### config.mk
export PLATFORM = sky130hd
export DESIGN_NAME = q2e_sqrt_cell
export DESIGN_NICKNAME = d
export VERILOG_FILES = /design/src/rtl/core/q2e_pkg.sv /design/src/rtl/core/q2e_sqrt_cell.sv
export SDC_FILE = /design/constraint.sdc
export NUM_CORES = 1
export LEC_CHECK = 0
export ABC_AREA = 0
export ABC_CLOCK_PERIOD_IN_PS = 1200
export BUFFER_PORTS_ARGS = -buffer_cell sky130_fd_sc_hd__buf_2
export CAP_MARGIN = 20
export CORE_AREA = 2 2 230 232
export CTS_BUF_LIST = sky130_fd_sc_hd__clkbuf_4
export CTS_CLUSTER_DIAMETER = 80
export DETAILED_ROUTE_END_ITERATION = 16
export DIE_AREA = 0 0 232 234
export PLACE_DENSITY = 0.51
export RECOVER_POWER = 50
export SLEW_MARGIN = 20
export SYNTH_ARGS = -nofsm -noshare
export SYNTH_HDL_FRONTEND = slang
export SYNTH_SLANG_ARGS = --single-unit
### constraint.sdc
create_clock -name clk_i -period 1.2 [get_ports clk_i]
set_clock_uncertainty 0.2 [all_clocks]
set_input_delay 0 -clock clk_i [delete_from_list [all_inputs] [get_ports clk_i]]
set_output_delay 0 -clock clk_i [all_outputs]
set_load 0.02 [all_outputs]
### src/rtl/core/q2e_pkg.sv
package q2e_pkg;

  // default number of micro-rotations
  localparam int unsigned CordicStages = 16;
  localparam int unsigned AngTabLen    = 24;

  // bit-serial square root: one result bit per cell
  localparam int unsigned SqrtSteps = 31;

  localparam int unsigned ArgW = 34;
  localparam int unsigned VecW = 37;

  typedef struct packed {
    logic signed [15:0] quat_w;
    logic signed [15:0] quat_x;
    logic signed [15:0] quat_y;
    logic signed [15:0] quat_z;
  } q2e_in_t;

  typedef struct packed {
    logic signed [15:0] roll_angle;
    logic signed [15:0] pitch_angle;
    logic signed [15:0] yaw_angle;
    logic               pitch_clamped;
  } q2e_out_t;

  // arguments riding alongside the square root
  typedef struct packed {
    logic signed [ArgW-1:0] ra;
    logic signed [ArgW-1:0] rb;
    logic signed [ArgW-1:0] ya;
    logic signed [ArgW-1:0] yb;
    logic signed [ArgW-1:0] s;
    logic                   clamped;
  } q2e_side_t;

  typedef struct packed {
    logic signed [61:0] n;
    logic        [61:0] root;
    q2e_side_t          side;
  } q2e_sqrt_t;

  typedef struct packed {
    logic signed [VecW-1:0] x;
    logic signed [VecW-1:0] y;
    logic        [31:0]     acc;
    logic                   zero;
  } q2e_vec_t;

  // lane 0 roll, lane 1 pitch, lane 2 yaw
  typedef struct packed {
    q2e_vec_t [2:0] lane;
    logic           clamped;
  } q2e_cordic_t;

  // atan(2^-i) in units of 2^-32 of a full turn
  function automatic logic [31:0] atan_angle(input int unsigned idx);
    logic [31:0] a;
    case (idx)
      0:       a = 32'd536870912;
      1:       a = 32'd316933406;
      2:       a = 32'd167458907;
      3:       a = 32'd85004756;
      4:       a = 32'd42667331;
      5:       a = 32'd21354465;
      6:       a = 32'd10679838;
      7:       a = 32'd5340245;
      8:       a = 32'd2670163;
      9:       a = 32'd1335087;
      10:      a = 32'd667544;
      11:      a = 32'd333772;
      12:      a = 32'd166886;
      13:      a = 32'd83443;
      14:      a = 32'd41722;
      15:      a = 32'd20861;
      16:      a = 32'd10430;
      17:      a = 32'd5215;
      18:      a = 32'd2608;
      19:      a = 32'd1304;
      20:      a = 32'd652;
      21:      a = 32'd326;
      22:      a = 32'd163;
      23:      a = 32'd81;
      default: a = 32'd0;
    endcase
    return a;
  endfunction

endpackage

### src/rtl/core/q2e_sqrt_cell.sv
module q2e_sqrt_cell #(
  parameter int unsigned STEP = 0
) (
  input  logic                clk_i,
  input  logic                rst_ni,
  input  logic                en_i,
  input  logic                valid_i,
  input  q2e_pkg::q2e_sqrt_t  data_i,
  output logic                valid_o,
  output q2e_pkg::q2e_sqrt_t  data_o
);

  localparam logic [61:0] Bit = 62'd1 << (60 - 2 * STEP);

  logic               valid_q;
  q2e_pkg::q2e_sqrt_t data_d, data_q;
  logic [61:0]        trial;

  // one restoring step of the integer square root
  always_comb begin
    data_d = data_i;
    trial  = data_i.root + Bit;
    if (data_i.n >= $signed(trial)) begin
      data_d.n    = data_i.n - $signed(trial);
      data_d.root = (data_i.root >> 1) + Bit;
    end else begin
      data_d.root = data_i.root >> 1;
    end
  end

  always_ff @(posedge clk_i or negedge rst_ni) begin
    if (!rst_ni) begin
      valid_q <= 1'b0;
    end else if (en_i) begin
      valid_q <= valid_i;
    end
  end

  always_ff @(posedge clk_i) begin
    if (en_i) begin
      data_q <= data_d;
    end
  end

  assign valid_o = valid_q;
  assign data_o  = data_q;

endmodule

# Word-level counts from Yosys, hierarchy flattened
# Index checks and enable logic that the tools add are counted.
# W data, S select, Z words.
# totals
in_bits,299
elab_cells,16
out_inout_bits,296
regBits,296
# classes
n_lt_le_gt_ge,1
n_mux,2
add_sub_neg,3
# ops
cell,n
$add A61 B61 Y62 const B,1
$add A62 B61 Y62 const B,1
$ge A62 B62 Y1,1
$mux W62,1
$sub A62 B62 Y62,1
$mux W61,1

# Longest topological paths before layout
# logic_depth
depth_word,3
depth_mapped,15
mapped_depth_nobuf,13

# Worst setup path after synthesis
# OpenSTA, ideal clock, no wires.
# synth_timing
path_type,input port to flip-flop
startpoint,input port data_i[233] (netlist name)
endpoint,"register data_q (netlist bit data_o[280]), data pin"
path_stages,14
setup_time_ps,260
slack_ps,-1762
t_arrival_ps,2502
n_path_buf,2
cell_sequence,inv_1 > ha_1 > fa_1 > nor2b_1 > o2111ai_1 > and4b_1 > o21ai_1 > o211ai_1 > a21o_1 > a21oi_2 > nand2_2 > buf_6 > buf_6 > mux2_4
# synth_lines
item,line,source
"start, declared",q2e_sqrt_cell.sv:8,"input q2e_pkg::q2e_sqrt_t data_i,"
"end signal, assigned",q2e_sqrt_cell.sv:41,data_q <= data_d;
"end, declared",q2e_sqrt_cell.sv:16,"q2e_pkg::q2e_sqrt_t data_d, data_q;"

==> flow_summary_export.csv <==
group,metric,value,unit
worst_setup_path,crit_fanout,5,
run_status,failing_checks,"hold timing, setup timing",
layout,layout.cells.most_common_list,"sky130_fd_sc_hd__dlygate4sd3_1 (453), sky130_fd_sc_hd__buf_2 (314), sky130_fd_sc_hd__buf_4 (310)",
worst_setup_path,timing.rr.end,"valid_o",
placed_design,dp_hpwl,47240,um
route,total_routed_wirelength,69840,um
synthesis,post_synth_num_cell_types,60,
clock_network,cts_buffers,85,
die,dieHeight,234,um
power,power.density_cell_area,1255,nW/um^2
hold_path,holdPathEnd,"data_o[201]",
synthesis,synth_flop_cell,"sky130_fd_sc_hd__edfxtp_1",
layout,layout.nets,2861,
synthesis,asyncSetResetFlopFracSynth,0.003378,
hold_path,hold_path_depth,1,
placed_design,dp_cells,2605,
synthesis,postSynthAreaPerCell,12.81,sq um
clock_network,clk_path_buf_depth,3,
global_route,grt_max_degree,47,
timing,max_slew_margin,0.5251,
synthesis,synth_cells,1054,
layout,areaGrowthSynthToFinish,110.5,%
global_route,grt_first_pass_wirelength,95320,um
route,detail_route.wl_per_cell,21.40,um
timing,worst_slew_pin_slew,0.7124,ns
timing,grt_setup_unrepaired,"true",
die,fp.dieW,232,um
worst_setup_path,end_kind,"flop",
route,drt_iter0_drc,787,
timing,timing_max_transition_violations_final,0,
worst_setup_path,reg_to_reg_critical_path_startpoint,"valid_o",
worst_setup_path,worstRegToRegCells,1,
clock_network,insertion_delay,0.79,ns
synthesis,yosys_warnings,0,
layout,post_layout_nonfiller_instances,3264,
run,timing.max_cap.violations,0,
power,ir_drop,0.0007595,V
layout,layout.cells.most_common,"sky130_fd_sc_hd__dlygate4sd3_1",
global_route,grtUsageTotal,0.2394,
die,core,52020,sq um
global_route,initial_antenna_violation_count,21,
timing,fmax,437.0,MHz
timing,finalCritPeriodShare,1.907,
clock_network,root_buffer,"sky130_fd_sc_hd__clkbuf_4",
timing,worst_slack,-1.088,ns
hold_path,holdCritPathClass,"input port to flop",
layout,post_route_cells_drive_above_1_share,0.4758,
worst_setup_path,worst_ep_required_time,1.55,ns
placed_design,finalWeightedCongestion,0.8970,
worst_setup_path,worst-endpoint-arrival,2.63,ns
clock_network,cts_tree,"yes",
synthesis,synth_fp_nets,1416,
global_route,grt_overflow_total,0,
route,drc_errors,0,
synthesis,synth_edf_count,295,
clock_network,clock_tree.htree_level_count,3,
worst_setup_path,critical_path_class,"input port to flop",
route,vias_per_cell,4.536,
clock_network,clk_transition_reported_paths,0.05,ns
worst_setup_path,critPathSlowestCell,"sky130_fd_sc_hd__fa_2",
layout,postLayoutCoreUtil,0.5465,
worst_setup_path,critical_path_cell_sequence,"buf_8 -> inv_8 -> ha_4 -> fa_2 -> nor2b_4 -> o2111ai_2 -> and4b_2 -> o21ai_4 -> o211ai_1 -> a21o_1 -> a21oi_4 -> nand2_4 -> buf_4 -> mux2_4",
synthesis,synth_area,13500,sq um
worst_setup_path,critical_path.startpoint_type,"input port",
power,leakage,12.53,nW
die,placement_rows,84,
hold_path,min_from,"data_i[202]",
timing,hold_viol_final,88,
placed_design,portBuffers,594,
route,first_pass_iters,5,
synthesis,ys_seq_elements,296,
die,die_ar,54290,sq um
worst_setup_path,timing.critical_path.slowest_cell_delay,0.37,ns
worst_setup_path,reg2reg_setup_slack,0.21,ns
die,floorplan.io_pins,595,
timing,final.min_clock_period,2.288,ns
route,detail-route-antenna-nets,0,
global_route,first_global_vias,15734,
timing,finalSetupViolations,651,
run_status,run_status,"finished with violations",
synthesis,yosysSeqAreaShare,0.6579,
die,start_util,0.2595,
clock_network,cts.sink_count,296,
placed_design,pre_cts_setup_slack,-2.185,ns
timing,finalHoldWorstSlack,-0.8280,ns
route,routed-via-count,14806,
==> flip-flops by register name, summed over array words and instances (netlist names) <==
register and count:
data_o 295, valid_o 1
==> worst max-delay path by stage <==
stage / startpoint / to / cells past startpoint
6_report: data_i[233] / data_o[280] / 14
5_1_grt: data_i[201] / data_o[241] / 15
4_1_cts: data_i[233] / data_o[280] / 14
3_5_place_dp: data_i[205] / data_o[280] / 14
3_3_place_gp: data_i[205] / data_o[280] / 14
2_1_floorplan: data_i[233] / data_o[280] / 14
==> timing repair <==
| item | 4_1_cts | 5_1_grt |
|---|---|---|
| resized for setup | 509 | 232 |
| pin swaps | 58 | 59 |
| setup endpoints to repair | 360 | 645 |
| hold buffers | 436 | 18 |
| endpoints found under the hold margin | 592 | 98 |
| buffers inserted | 14 | 16 |
| gates cloned | 9 | 2 |
==> cells in the mapped netlist, types with 3 or more instances <==
library cell / n / area [sq um]
sky130_fd_sc_hd__xnor2_1: 29 / 254.0
sky130_fd_sc_hd__a22oi_1: 4 / 30.03
sky130_fd_sc_hd__buf_2: 11 / 55.05
sky130_fd_sc_hd__xor2_1: 29 / 254.0
sky130_fd_sc_hd__a211oi_1: 8 / 60.06
sky130_fd_sc_hd__nand2b_1: 6 / 37.54
sky130_fd_sc_hd__clkbuf_1: 21 / 78.83
sky130_fd_sc_hd__o21ai_0: 96 / 480.5
sky130_fd_sc_hd__o21ai_1: 4 / 20.02
sky130_fd_sc_hd__o21bai_1: 10 / 75.07
sky130_fd_sc_hd__inv_1: 77 / 289.0
sky130_fd_sc_hd__nand4_1: 20 / 125.1
sky130_fd_sc_hd__and2_1: 3 / 18.77
sky130_fd_sc_hd__and4_1: 5 / 43.79
sky130_fd_sc_hd__nor2_1: 33 / 123.9
sky130_fd_sc_hd__ha_1: 62 / 775.7
sky130_fd_sc_hd__nor4_1: 4 / 25.02
sky130_fd_sc_hd__edfxtp_1: 295 / 8859
sky130_fd_sc_hd__o31ai_1: 7 / 52.55
sky130_fd_sc_hd__nand3_1: 12 / 60.06
sky130_fd_sc_hd__nor2b_1: 5 / 31.28
sky130_fd_sc_hd__nor3_1: 17 / 85.08
sky130_fd_sc_hd__o31a_1: 3 / 26.28
sky130_fd_sc_hd__nand2_1: 120 / 450.4
sky130_fd_sc_hd__and3_1: 5 / 31.28
sky130_fd_sc_hd__o21a_1: 6 / 45.04
sky130_fd_sc_hd__a31oi_1: 3 / 18.77
sky130_fd_sc_hd__a21oi_1: 71 / 355.3
sky130_fd_sc_hd__a211o_1: 3 / 26.28
sky130_fd_sc_hd__a21o_1: 42 / 315.3
sky130_fd_sc_hd__a21boi_0: 3 / 22.52
sky130_fd_sc_hd__o211ai_1: 6 / 45.04
==> power by group <==
part           switching, W  total, W  internal, W
sequential         0.000599    0.0134       0.0128
clock               0.00492    0.0102      0.00524
combinational       0.00597    0.0122      0.00620
==> per-stage QoR <==
stage                     total power [W]  cell area (sq um)  TNS [ns]
after global routing              0.03721              28410   -283.44
after CTS                         0.03472              27270   -311.53
after global placement            0.02133              19790   -118.46
after floorplan                   0.01715              13720    -91.90
final                             0.03569              28430   -251.52
after detailed placement          0.02137              19790   -122.60
==> logic make-up after synthesis <==
kind of cell | count (synthesis) | synth area share
compound gates | 283 | 0.1279
xor+xnor | 58 | 0.03762
fa+ha+maj | 63 | 0.05893
buf+inv | 112 | 0.03336
flops | 296 | 0.6579
mux | 4 | 0.003521
simple gates | 238 | 0.08080
==> metal layers <==
| layer | share of wire | track usage | vias up |
|---|---|---|---|
| li1 | - | - | 6901 |
| met1 | 0.36 | 0.2515 | 7064 |
| met2 | 0.50 | 0.4141 | 637 |
| met3 | 0.082 | 0.07770 | 186 |
| met4 | 0.061 | 0.1530 | 18 |
| met5 | 0.0016 | 0 | - |
==> worst max-delay path, delay by kind of cell <==
family | cells | cell delay [ns]
AOI/OAI and AO/OA | 5 | 0.94
and+or+nand+nor | 3 | 0.59
buffers and inverters | 3 | 0.30
adders and majority gates | 2 | 0.52
muxes | 1 | 0.29
==> cell type report <==
| class | instances | area [sq um] |
|---|---|---|
| antenna | 12 | 30.03 |
| clock buffer | 125 | 938.4 |
| clock inverter | 27 | 181.4 |
| fill | 4381 | 23600 |
| inverter | 77 | 309.0 |
| multi-input combinational | 647 | 5224 |
| sequential | 296 | 8884 |
| tap | 688 | 860.8 |
| timing repair buffer | 1392 | 12000 |
Note: power is estimated with default switching activity, not from simulation.
